`config.mk`:
```
export PLATFORM = sky130hd
export DESIGN_NAME = strum_direction_detector
export DESIGN_NICKNAME = d
export VERILOG_FILES = /design/src/design/sdd_pkg.sv /design/src/design/sdd_avg_div.sv /design/src/design/strum_direction_detector.sv
export SDC_FILE = /design/constraint.sdc
export NUM_CORES = 1
export LEC_CHECK = 0
export BUFFER_PORTS_ARGS = -buffer_cell sky130_fd_sc_hd__buf_2
export CAP_MARGIN = 20
export CORE_AREA = 4 4 213 215
export CTS_CLUSTER_SIZE = 25
export DETAILED_ROUTE_END_ITERATION = 7
export DIE_AREA = 0 0 217 219
export PLACE_DENSITY = 0.43
export SLEW_MARGIN = 20
export SYNTH_ARGS = -nofsm -noshare
export SYNTH_HDL_FRONTEND = slang
export SYNTH_SLANG_ARGS = --single-unit
export TNS_END_PERCENT = 100
```
`constraint.sdc`:
```
create_clock -name clock -period 17.2 [get_ports clock]
set_clock_uncertainty 0.15 [all_clocks]
set_input_delay 0.86 -clock clock [delete_from_list [all_inputs] [get_ports clock]]
set_output_delay 0.86 -clock clock [all_outputs]
set_load 0.03 [all_outputs]
```
`src/design/sdd_pkg.sv`:
```
// shared types and constants for the strum direction detector
// no dependencies; imported by sdd_avg_div and strum_direction_detector

package sdd_pkg;

   // scaled sample, block sum, block average and step counter widths
   localparam int SAMPLE_W = 12;
   localparam int SUM_W    = 16;
   localparam int AVG_W    = 12;
   localparam int COUNT_W  = 4;

   // configuration register file
   localparam int CSR_INDEX_W = 4;
   localparam int CSR_DATA_W  = 12;
   localparam int THRESH_W    = 12;

   localparam logic [CSR_INDEX_W-1:0] CSR_IDX_STEP_THRESHOLD = 4'd0;
   localparam logic [CSR_INDEX_W-1:0] CSR_IDX_TRIGGER_COUNT  = 4'd1;

   localparam logic [THRESH_W-1:0] STEP_THRESHOLD_RESET = 12'd100;
   localparam logic [COUNT_W-1:0]  TRIGGER_COUNT_RESET  = 4'd4;
   localparam logic [COUNT_W-1:0]  COUNT_MAX            = 4'hF;

   typedef logic signed [SUM_W-1:0] sum_type;
   typedef logic signed [AVG_W-1:0] avg_type;

endpackage

```
`src/design/sdd_avg_div.sv`:
```
// block average: signed block sum divided by BLOCK_LEN, truncating toward zero
// depends on sdd_pkg; reciprocal multiply on the magnitude, no divider

module sdd_avg_div import sdd_pkg::*; #(
   parameter int BLOCK_LEN = 10
) (
   input  sum_type sum_i,
   output avg_type avg_o
);

   // magnitude stays below 2^MAG_W, so a shift of MAG_W + log2 gives exact quotients
   localparam int MAG_W     = SUM_W - 1;
   localparam int DIV_SHIFT = MAG_W + $clog2(BLOCK_LEN);
   localparam int RECIP_W   = DIV_SHIFT;
   localparam int PROD_W    = MAG_W + RECIP_W;
   localparam logic [RECIP_W-1:0] RECIP =
      RECIP_W'((2**DIV_SHIFT + BLOCK_LEN - 1) / BLOCK_LEN);

   logic [SUM_W-1:0]  sum_neg;
   logic [MAG_W-1:0]  mag;
   logic [PROD_W-1:0] prod;
   logic [AVG_W:0]    quot;
   logic [AVG_W:0]    quot_neg;

   assign sum_neg  = -sum_i;
   assign mag      = sum_i[SUM_W-1] ? sum_neg[MAG_W-1:0] : sum_i[MAG_W-1:0];
   assign prod     = PROD_W'(mag) * PROD_W'(RECIP);
   assign quot     = prod[DIV_SHIFT +: AVG_W+1];
   assign quot_neg = -quot;
   assign avg_o    = sum_i[SUM_W-1] ? quot_neg[AVG_W-1:0] : quot[AVG_W-1:0];

endmodule

```
`src/design/strum_direction_detector.sv`:
```
// strum direction detector top level: input register, block averaging, step counting
// depends on sdd_pkg and sdd_avg_div
//
//   channel  | dir | handshake            | payload
//   ---------+-----+----------------------+------------------------------------------
//   req      | in  | req_tvalid/tready    | tdata: accel_z, button_down, button_index
//   rsp      | out | rsp_tvalid/tready    | tdata: strum_up, note_button
//   csr      | in  | csr_valid/csr_ready  | csr_index, csr_data (always ready)
//
// one word per cycle sustained while rsp is not stalled: the scaled sample sits in an input
// register, and one pass of logic (block sum add, reciprocal multiply, compare, count
// update) lands in the result register, which drives rsp_tvalid
// a word that fires no strum, or has button_down low, leaves no result; the state still updates
// synchronous active-high reset clears the counters, baseline and both valid flags
// a stalled rsp holds the input stage; req_tready drops only when both stages are full

module strum_direction_detector import sdd_pkg::*; #(
   parameter int BLOCK_LEN = 10
) (
   input  logic                   clock,
   input  logic                   reset,
   // req_tdata: accel_z [15:0], button_down [16], button_index [20:17], zeros above
   input  logic                   req_tvalid,
   output logic                   req_tready,
   input  logic [23:0]            req_tdata,
   // rsp_tdata: strum_up [0], note_button [4:1], zeros above
   output logic                   rsp_tvalid,
   input  logic                   rsp_tready,
   output logic [7:0]             rsp_tdata,
   input  logic                   csr_valid,
   output logic                   csr_ready,
   input  logic [CSR_INDEX_W-1:0] csr_index,
   input  logic [CSR_DATA_W-1:0]  csr_data
);

   localparam int CNT_W = $clog2(BLOCK_LEN);
   localparam logic [CNT_W-1:0] LAST_SAMPLE = CNT_W'(BLOCK_LEN - 1);

   typedef struct packed {
      logic signed [SAMPLE_W-1:0] scaled;
      logic                       button_down;
      logic [3:0]                 button_index;
   } sample_type;

   // configuration
   logic [THRESH_W-1:0] step_threshold_ff;
   logic [COUNT_W-1:0]  trigger_count_ff;

   // input stage
   logic        s1_valid_ff, s1_valid_in;
   sample_type  s1_ff, s1_in;
   logic        advance;

   // detector state
   logic [CNT_W-1:0]   sample_cnt_ff, sample_cnt_in;
   sum_type            block_sum_ff, block_sum_in;
   avg_type            prev_avg_ff, prev_avg_in;
   logic               baseline_ff, baseline_in;
   logic [COUNT_W-1:0] down_ff, down_in;
   logic [COUNT_W-1:0] up_ff, up_in;

   // result register
   logic       rsp_valid_ff, rsp_valid_in;
   logic       strum_up_ff;
   logic [3:0] note_button_ff;

   // datapath
   logic signed [15:0] accel_z;
   logic [15:0]        accel_biased;
   sum_type            sum_next;
   avg_type            avg;
   logic               block_done;
   logic signed [AVG_W:0] diff_down, diff_up, thresh_ext;
   logic               drop, rise;
   logic [COUNT_W-1:0] down_step, up_step;
   logic               fire, fire_up;

   assign csr_ready = 1'b1;

   always_ff @(posedge clock) begin
      if (reset) begin
         step_threshold_ff <= STEP_THRESHOLD_RESET;
         trigger_count_ff  <= TRIGGER_COUNT_RESET;
      end else if (csr_valid) begin
         case (csr_index)
            CSR_IDX_STEP_THRESHOLD: step_threshold_ff <= csr_data[THRESH_W-1:0];
            CSR_IDX_TRIGGER_COUNT:  trigger_count_ff  <= csr_data[COUNT_W-1:0];
            default: ;
         endcase
      end
   end

   // the result register can take a new value when empty or draining
   assign advance    = !rsp_valid_ff || rsp_tready;
   assign req_tready = !s1_valid_ff || advance;

   // divide by 16 toward zero: bias negatives by 15 before the arithmetic shift
   assign accel_z      = req_tdata[15:0];
   assign accel_biased = accel_z + {12'd0, {4{accel_z[15]}}};

   always_comb begin
      s1_valid_in = s1_valid_ff;
      s1_in       = s1_ff;
      if (req_tready) begin
         s1_valid_in = req_tvalid;
      end
      if (req_tvalid && req_tready) begin
         s1_in.scaled       = accel_biased[15:4];
         s1_in.button_down  = req_tdata[16];
         s1_in.button_index = req_tdata[20:17];
      end
   end

   // block sum and average
   assign sum_next   = block_sum_ff + SUM_W'(s1_ff.scaled);
   assign block_done = (sample_cnt_ff == LAST_SAMPLE);

   sdd_avg_div #(
      .BLOCK_LEN (BLOCK_LEN)
   ) u_avg_div (
      .sum_i (sum_next),
      .avg_o (avg)
   );

   // step compare against the previous block average
   assign diff_down  = (AVG_W+1)'(prev_avg_ff) - (AVG_W+1)'(avg);
   assign diff_up    = (AVG_W+1)'(avg) - (AVG_W+1)'(prev_avg_ff);
   assign thresh_ext = $signed({1'b0, step_threshold_ff});
   assign drop       = (diff_down >= thresh_ext);
   assign rise       = (diff_up >= thresh_ext);

   always_comb begin
      down_step = down_ff;
      up_step   = up_ff;
      if (block_done && baseline_ff) begin
         if (drop) begin
            down_step = (down_ff == COUNT_MAX) ? down_ff : down_ff + 1'b1;
            up_step   = (up_ff != '0) ? up_ff - 1'b1 : up_ff;
         end else if (rise) begin
            up_step   = (up_ff == COUNT_MAX) ? up_ff : up_ff + 1'b1;
            down_step = (down_ff != '0) ? down_ff - 1'b1 : down_ff;
         end
      end
   end

   // fire check, down first, once a baseline exists (including the block that sets it)
   always_comb begin
      baseline_in   = baseline_ff | block_done;
      down_in       = down_step;
      up_in         = up_step;
      fire          = 1'b0;
      fire_up       = 1'b0;
      if (baseline_in) begin
         if (down_step >= trigger_count_ff) begin
            down_in = '0;
            fire    = 1'b1;
         end else if (up_step >= trigger_count_ff) begin
            up_in   = '0;
            fire    = 1'b1;
            fire_up = 1'b1;
         end
      end
      sample_cnt_in = block_done ? '0 : sample_cnt_ff + 1'b1;
      block_sum_in  = block_done ? '0 : sum_next;
      prev_avg_in   = block_done ? avg : prev_avg_ff;
   end

   assign rsp_valid_in = advance ? (s1_valid_ff && fire && s1_ff.button_down) : rsp_valid_ff;

   always_ff @(posedge clock) begin
      if (reset) begin
         s1_valid_ff   <= 1'b0;
         rsp_valid_ff  <= 1'b0;
         sample_cnt_ff <= '0;
         block_sum_ff  <= '0;
         prev_avg_ff   <= '0;
         baseline_ff   <= 1'b0;
         down_ff       <= '0;
         up_ff         <= '0;
      end else begin
         s1_valid_ff  <= s1_valid_in;
         rsp_valid_ff <= rsp_valid_in;
         if (s1_valid_ff && advance) begin
            sample_cnt_ff <= sample_cnt_in;
            block_sum_ff  <= block_sum_in;
            prev_avg_ff   <= prev_avg_in;
            baseline_ff   <= baseline_in;
            down_ff       <= down_in;
            up_ff         <= up_in;
         end
      end
   end

   // payload registers
   always_ff @(posedge clock) begin
      s1_ff <= s1_in;
      if (advance && s1_valid_ff && fire && s1_ff.button_down) begin
         strum_up_ff    <= fire_up;
         note_button_ff <= s1_ff.button_index;
      end
   end

   assign rsp_tvalid = rsp_valid_ff;
   assign rsp_tdata  = {3'd0, note_button_ff, strum_up_ff};

endmodule
```
==> Word-level counts from Yosys, hierarchy flattened <==
Cells that the tools add are included.
{ "classes": {"n_addsub": 11, "reduce_logical": 18, "eq_ne": 4, "n_bitwise": 2, "n_mul": 1, "order_cmp": 4, "n_mux": 22} }
{ "op_table": {"columns": ["operator", "n"], "rows": [
  ["4-bit 2-to-1 mux", 16],
  ["15-bit by 16-bit multiplier with 31-bit output, second input constant", 1],
  ["13-bit >= comparator", 2],
  ["12-bit by 12-bit subtractor with 13-bit output", 2],
  ["16-bit by 12-bit adder with 16-bit output", 1],
  ["16-bit by 4-bit adder with 16-bit output", 1],
  ["16-bit 2-to-1 mux", 1],
  ["15-bit 2-to-1 mux", 1],
  ["15-bit negator", 1],
  ["4-bit by 1-bit adder with 4-bit output, second input constant", 3],
  ["4-bit == test, second input constant", 3],
  ["12-bit 2-to-1 mux", 1],
  ["12-bit negator", 1],
  ["4-bit >= comparator", 2],
  ["4-bit nonzero test", 2],
  ["4-bit by 1-bit subtractor with 4-bit output, second input constant", 2],
  ["1-bit logical AND", 7],
  ["2-bit AND reduction", 3],
  ["4-bit by 1-bit == test with 1-bit output, second input constant", 1],
  ["4-bit zero test", 1],
  ["1-bit 2-to-1 mux", 3],
  ["1-bit zero test", 2],
  ["1-bit logical OR", 2],
  ["2-bit OR reduction", 1],
  ["other kinds (2)", 2]
]} }
{ "word_totals": {"out_inout_bits": 11, "in_bits": 45, "register_bits": 81, "elab_cells": 77} }

==> Logic depth before layout (Yosys ltp) <==
Gate-level depths: netlist (run 1).
{ "logic_depth": {"ltp_word": 17, "ltp_mapped": 67, "mapped_depth_nobuf": 65} }

==> By module <==
From an unflattened synthesis (run 1), not the netlist that was laid out.
{ "unflattened": {"hier_cells": 1218, "hier_area_um2": 10572.6} }
{ "modules_own_cells": {"columns": ["module", "instances", "cells_each", "seq_area_each_um2", "area_per_inst_um2"], "rows": [
  ["strum_direction_detector", 1, 707, 1841.8, 6085.8],
  ["sdd_avg_div", 1, 511, 0.0, 4486.8]
]} }

==> Worst setup path before layout (run 1) <==
No wires, ideal clock.
{ "synth_timing": {"path_kind": "reg2reg", "start": "register s1_ff[6] (netlist bit)", "end": "register up_ff[3]", "t_arrival_ps": 14147, "synth_period_minus_slack_ps": 14414, "stages_incl_launch_ff": 59, "path_buffers": 1, "setup_time_ps": 117, "slack_ps": 2786, "required_time_ps": 16933, "path_cell_list": "edfxtp_1 ha_1 a211oi_1 nor2_1 xnor2_1 nand2_1 nor4_1 nand3b_1 nor4_1 nor2_1 a211oi_1 ha_1 inv_1 ha_1 a21o_1 fa_1 inv_1 fa_1 (+23 left out) o221ai_1 xnor2_1 ha_1 a21o_1 a211o_1 o31ai_1 nor2_1 a2111oi_0 o21a_1 xnor2_1 ha_1 nand2b_1 a21o_1 a21o_1 a21oi_1 nor3b_1 nor3_1 a32o_1"} }
{ "synth_between": {"elab_chain_cells": 15, "elab_cells_between_ends": 21, "cone_classes": "add/sub (5); mul (1); order compare (4); mux (11)"} }
{ "synth_rtl": {"columns": ["element", "line", "text"], "rows": [
  ["start: declaration", "strum_direction_detector.sv:51", "sample_type s1_ff, s1_in;"],
  ["start signal: assignment", "strum_direction_detector.sv:196", "s1_ff <= s1_in;"],
  ["16-bit by 12-bit adder with 16-bit output (*)", "strum_direction_detector.sv:115", "assign sum_next = block_sum_ff + SUM_W'(s1_ff.scaled);"],
  ["15-bit negator", "sdd_avg_div.sv:25", "assign sum_neg = -sum_i;"],
  ["15-bit 2-to-1 mux", "sdd_avg_div.sv:26", "assign mag = sum_i[SUM_W-1] ? sum_neg[MAG_W-1:0] : sum_i[MAG_W-1:0];"],
  ["15-bit by 16-bit multiplier with 31-bit output", "sdd_avg_div.sv:27", "assign prod = PROD_W'(mag) * PROD_W'(RECIP);"],
  ["12-bit negator", "sdd_avg_div.sv:29", "assign quot_neg = -quot;"],
  ["12-bit 2-to-1 mux (*)", "sdd_avg_div.sv:30", "assign avg_o = sum_i[SUM_W-1] ? quot_neg[AVG_W-1:0] : quot[AVG_W-1:0];"],
  ["named net avg[7]", "strum_direction_detector.sv:71", "avg_type avg;"],
  ["12-bit by 12-bit subtractor with 13-bit output", "strum_direction_detector.sv:127", "assign diff_up = (AVG_W+1)'(avg) - (AVG_W+1)'(prev_avg_ff);"],
  ["13-bit >= comparator", "strum_direction_detector.sv:130", "assign rise = (diff_up >= thresh_ext);"],
  ["4-bit 2-to-1 mux", "strum_direction_detector.sv:139", "end else if (rise) begin"],
  ["4-bit 2-to-1 mux", "strum_direction_detector.sv:136", "if (drop) begin"],
  ["4-bit 2-to-1 mux", "strum_direction_detector.sv:135", "if (block_done && baseline_ff) begin"],
  ["4-bit >= comparator", "strum_direction_detector.sv:157", "end else if (up_step >= trigger_count_ff) begin"],
  ["4-bit 2-to-1 mux", "strum_direction_detector.sv:157", null],
  ["4-bit 2-to-1 mux", "strum_direction_detector.sv:154", "if (down_step >= trigger_count_ff) begin"],
  ["4-bit 2-to-1 mux (*)", "strum_direction_detector.sv:153", "if (baseline_in) begin"],
  ["end signal: assignment", "strum_direction_detector.sv:189", "up_ff <= up_in;"],
  ["end: declaration", "strum_direction_detector.sv:60", "logic [COUNT_W-1:0] up_ff, up_in;"]
]} }
The timed path passes the listed nets; every way through them passes the cells marked *.
A chain may end at the register's enable or synchronous reset.

==> Final worst setup path (run 1) <==
{ "layout_timing": {"start": "register s1_ff[13] (netlist bit)", "end": "register up_ff[1]"} }
Same word-level chain as after synthesis.

==> results of run 1 <==
==> sequential cells by signal, summed over array words and instances, names as in the netlist <==
name / flops
prev_avg_ff: 12
s1_valid_ff: 1
down_ff: 4
block_sum_ff: 16
trigger_count_ff: 4
step_threshold_ff: 12
baseline_ff: 1
up_ff: 4
rsp_tvalid: 1
note_button_ff: 4
s1_ff: 17
strum_up_ff: 1
sample_cnt_ff: 4
==> stage by stage <==
stage / std cells / hold WS [ns] / area (um2) / util
after CTS: 1902 / 0.272 / 12100 / 0.276
after detailed placement: 1886 / 0.256 / 11700 / 0.268
after global routing: 1902 / 0.277 / 12100 / 0.277
after global placement: 1886 / 0.253 / 11700 / 0.268
final: 1902 / 0.273 / 12100 / 0.277
after floorplan: 1269 / 0.250 / 10800 / -
==> final cells by class <==
class	instances	area [um2]
flip-flops and latches	81	1840
clock buffers	10	229
inverters	173	649
repair buffers	60	330
multi-input cells	980	8190
well taps	592	741
fillers	4776	31600
clock inverters	6	115
==> worst paths after layout <==
path | start | end | slack (ns) | cells past startpoint
min | s1_ff[0]$_DFFE_PP_ | note_button_ff[0]$_DFFE_PP_ | 0.27 | 0
max reg2reg | s1_ff[13]$_DFFE_PP_ | up_ff[1]$_SDFFE_PP0P_ | 1.46 | 60
min reg2reg | s1_ff[0]$_DFFE_PP_ | note_button_ff[0]$_DFFE_PP_ | 0.27 | 0
max | s1_ff[13]$_DFFE_PP_ | up_ff[1]$_SDFFE_PP0P_ | 1.46 | 60
==> cell families after synthesis <==
family	count (synthesis)	share of synthesized area
mux	17	0.0160
simple gates	335	0.152
xor+xnor	91	0.0744
fa+ha+maj	249	0.331
flops	81	0.170
other cells	2	0.000695
buf+inv	208	0.0753
compound gates	284	0.181
==> placed cells by master, fill, tap and decap left out, drive strengths merged, types with 21 or more instances in the layout <==
cell type / netlist / routed
o21ai: 41 / 41
nor3: 22 / 22
inv: 173 / 174
nor2: 121 / 121
xor2: 36 / 36
a21oi: 83 / 83
buf: 9 / 60
fa: 61 / 61
xnor2: 55 / 55
nand3: 21 / 21
edfxtp: 22 / 22
ha: 188 / 188
a21o: 25 / 25
dfxtp: 59 / 59
nand2: 68 / 68
==> routing by layer <==
metal	GRT usage	routed length, um
met1	0.159	13500
met2	0.192	12600
met3	0.0148	578
met4	0.0225	236
met5	0	0
==> critical path, delay by kind of cell (launching register included) <==
family / cells / cell delay (ns)
AOI/OAI and AO/OA: 23 / 5.71
xor gates and xnor gates: 3 / 0.55
buffers and inverters: 9 / 0.85
and+or+nand+nor: 14 / 3.52
DFF: 1 / 0.39
adders and majority gates: 11 / 4.48
==> timing repair <==
| item | in CTS | in global routing |
|---|---|---|
| endpoints found under the setup margin | 0 | 7 |
| buffers inserted | 0 | 0 |
| resized for setup | 0 | 5 |
| hold buffers | 0 | 0 |
==> results.yml, run 1 <==
cts:
  clk-insertion-delay-late_ns: 0.35
  tritoncts: "done"
  clock_tree.root_cell: "sky130_fd_sc_hd__clkbuf_16"
  cts_inserted_buffers: 9
  max-clock-path-buffers: 2
  clock_sink_count: 81
  clk_pin_slew_worst_paths_ns: 0.07
  cts.htree.levels: 3
sta:
  postLayoutSetupSlackWorst_ns: 1.46
  finalSetupViolations: 0
  final_max_slew_violation_count: 0
  max_clock_freq_mhz: 63.5
  grt_setup_unrepaired: "false"
  slew_headroom: 0.343
  layout_worst_path_cycle_share: 0.915
  hold_viol: 0
  post-route-min-period_ns: 15.74
  timing.setup.tns_ns: 0
  tightest_slew_ns: 0.981
yosys:
  synth_largest_type_area_fraction: 0.218
  yosysSeqAreaShare: 0.170
  yosys_warnings: 0
  ys_seq_elements: 81
  yosys-top-cells-area: "sky130_fd_sc_hd__ha_1 22%, sky130_fd_sc_hd__fa_1 11%, sky130_fd_sc_hd__dfxtp_1 11%, sky130_fd_sc_hd__edfxtp_1 6.1%, sky130_fd_sc_hd__inv_1 6.0%"
  async_reset_ff_frac: 0
  synth_top_cell_by_area: "sky130_fd_sc_hd__ha_1"
  post_synth.cell_area_avg_um2: 8.53
  synth_most_common_cell: "sky130_fd_sc_hd__ha_1"
  mappedNetlistArea_um2: 10800
  synth_edf_count: 22
  netlist-cell-type-count: 90
  postSynthCellCount: 1267
  synth.top_cells.by_count: "188 x sky130_fd_sc_hd__ha_1, 173 x sky130_fd_sc_hd__inv_1, 120 x sky130_fd_sc_hd__nor2_1, 82 x sky130_fd_sc_hd__a21oi_1, 67 x sky130_fd_sc_hd__nand2_1"
  synth_flop_cell: "sky130_fd_sc_hd__dfxtp_1"
layout:
  post_route_cells_drive_above_1_share: 0.0809
  num_antenna_cells: 0
  synthToLayoutAreaGrowth_pct: 11.9
  final_layout_net_count: 1599
grt:
  first_global_vias: 8720
  grt_pass1_wl_um: 44800
  grt_util_all_layers: 0.115
  grt_start_max_net_pins: 58
  grt_antenna_before_repair: 0
  globalRoute.totalOverflow: 0
worst_setup_path:
  required_ns: 17.29
  worst-path-max-fanout: 19
  critPathMaxStageDelay_ns: 0.68
  crit_path_top_delay_cell: "sky130_fd_sc_hd__or2_1"
  critical_path.startpoint_type: "register"
  path_class: "register to register"
  worst_setup_end_kind: "register"
  worstPathArrival_ns: 15.83
floorplan:
  design.die.area_um2: 47500
  initial_util: 0.247
  design.core.area_um2: 43700
  die_y_um: 219
  die_width_um: 217
  pin_count: 56
  row_count: 77
routing:
  detailedRoute.firstIterationViolations: 355
  wirelength_um: 27000
  drc: 0
  vias: 8738
  drtPass1Iterations: 5
  routed_wirelength_normalized_by_instance_count_um: 14.2
  drtAntennaViolNets: 0
  viasPerCell: 4.59
place:
  dp_hpwl_um: 22700
  gp_routability_congestion: 0.802
  io_buffers: 48
  dp_worst_setup_slack_ns: 1.06
worst_hold_path:
  worst_hold_path_type: "register to register"
flow_run:
  maxCapViolations: 0
status:
  status: "complete, no violations"
Power of run 1 is not shown: default switching activity piles up to over one toggle a cycle in this logic, so the estimate is an artifact.
==> run 2: changes to the inputs <==
--- a/config.mk
+++ b/config.mk
@@ -7,10 +7,10 @@
 export LEC_CHECK = 0
 export BUFFER_PORTS_ARGS = -buffer_cell sky130_fd_sc_hd__buf_2
 export CAP_MARGIN = 20
-export CORE_AREA = 4 4 213 215
+export CORE_AREA = 4 4 175 262
 export CTS_CLUSTER_SIZE = 25
 export DETAILED_ROUTE_END_ITERATION = 7
-export DIE_AREA = 0 0 217 219
+export DIE_AREA = 0 0 179 266
 export PLACE_DENSITY = 0.43
 export SLEW_MARGIN = 20
 export SYNTH_ARGS = -nofsm -noshare
==> results.yml, run 2 (same netlist as run 1, synthesis figures left out) <==
floorplan:
  design.die.area_um2: 47600
  pin_count: 56
  initial_util: 0.248
  row_count: 94
  die_width_um: 179
  die_y_um: 266
  design.core.area_um2: 43600
routing:
  drc: 0
  drtAntennaViolNets: 0
  detailedRoute.firstIterationViolations: 280
  viasPerCell: 4.67
  vias: 8831
  routed_wirelength_normalized_by_instance_count_um: 15.6
  drtPass1Iterations: 5
  wirelength_um: 29400
grt:
  grt_busiest_layer: "met2"
  gr-usage-met3: 0.0109
  grt_util_all_layers: 0.126
  first_global_vias: 9101
  groute.layer.met2.usage: 0.246
  grt_pass1_wl_um: 47600
  grt_antenna_before_repair: 0
  grt_start_max_net_pins: 58
  met1_use_gr: 0.136
  globalRoute.totalOverflow: 0
layout:
  synthToLayoutAreaGrowth_pct: 11.2
  final_layout_net_count: 1602
  largest_register_ffs: 17
  num_antenna_cells: 0
  post_route_cells_drive_above_1_share: 0.0815
  most_common_cell_after_layout_fill_and_taps_aside: "sky130_fd_sc_hd__ha_1"
  registers.top_by_ff_count: "s1_ff"
  layout.cells.most_common_list: "188 x sky130_fd_sc_hd__ha_1, 173 x sky130_fd_sc_hd__inv_1, 120 x sky130_fd_sc_hd__nor2_1"
  biggestRegsByFlops: "s1_ff x17, block_sum_ff x16"
sta:
  slew_headroom: 0.288
  max_clock_freq_mhz: 63.0
  final_max_slew_violation_count: 0
  timing.setup.tns_ns: 0
  layout_worst_path_cycle_share: 0.923
  post-route-min-period_ns: 15.88
  hold_viol: 0
  finalSetupViolations: 0
  grt_setup_unrepaired: "false"
  tightest_slew_ns: 1.06
worst_setup_path:
  critical_path.startpoint_type: "register"
  worstPathArrival_ns: 16.03
  required_ns: 17.35
  path_class: "register to register"
  critical_path.reg2reg.startpoint: "s1_ff[6]$_DFFE_PP_"
  worst-path-max-fanout: 10
  critical_path.startpoint: "s1_ff[6]$_DFFE_PP_"
  critPathMaxStageDelay_ns: 0.58
  crit_path_top_delay_cell: "sky130_fd_sc_hd__fa_1"
  worst_setup_end_kind: "register"
cts:
  clock_sink_count: 81
  clock_tree.root_cell: "sky130_fd_sc_hd__clkbuf_16"
  cts_inserted_buffers: 9
  cts_resized: 0
  tritoncts: "done"
  post-cts-setup-buffer-count: 0
  max-clock-path-buffers: 2
  cts_hold_repair.buffers: 0
  cts.htree.levels: 3
  clk_pin_slew_worst_paths_ns: 0.07
  clk-insertion-delay-late_ns: 0.36
place:
  io_buffers: 48
  dp_hpwl_um: 25300
  gp_routability_congestion: 0.805
worst_hold_path:
  worst_hold_path_type: "register to register"
  min-delay-start: "s1_ff[0]$_DFFE_PP_"
status:
  status: "complete, no violations"
flow_run:
  maxCapViolations: 0
-- run 2: area by class of cell --
cell class / instances / area, um2
clock buffers: 9 / 225
fillers: 4703 / 31600
flip-flops and latches: 81 / 1840
clock inverters: 7 / 51.3
well taps: 576 / 721
repair buffers: 63 / 353
inverters: 173 / 649
multi-input cells: 980 / 8190
-- run 2: metrics by stage --
step                setup slack (ns)  area, um2  std cells  hold slack [ns]  utilization
global route                  0.0900      12000       1889            0.302        0.276
floorplan                       2.79      10800       1269            0.250            -
finish                          1.32      12000       1889            0.283        0.276
detailed placement             0.628      11700       1873            0.271        0.269
CTS                            0.528      12000       1889            0.286        0.275
global placement               0.692      11700       1873            0.267        0.269
-- run 2: per-layer routing --
layer / up-vias / part of all wire
met5: - / 0
met4: 0 / 0.039
met3: 51 / 0.016
met2: 109 / 0.56
met1: 4184 / 0.39
li1: 4487 / -
-- run 2: final timing paths --
path / slack (ns) / cells after the start / to
worst max-delay path: 1.32 / 59 / up_ff[1]$_SDFFE_PP0P_
worst min-delay path: 0.28 / 0 / note_button_ff[0]$_DFFE_PP_
worst max register to register: 1.32 / 59 / up_ff[1]$_SDFFE_PP0P_
worst min register to register: 0.28 / 0 / note_button_ff[0]$_DFFE_PP_
-- run 2: critical path: cells and delay by family (launching register included) --
| family | cells | cell delay (ns) |
|---|---|---|
| flip-flops | 1 | 0.42 |
| XOR/XNOR | 3 | 0.86 |
| buffers and inverters | 8 | 0.85 |
| adder cells (fa/ha/maj) | 12 | 4.64 |
| AND/OR/NAND/NOR | 14 | 3.53 |
| AO/OA/AOI/OAI | 22 | 5.39 |
Power of run 2 is left out for the same reason.
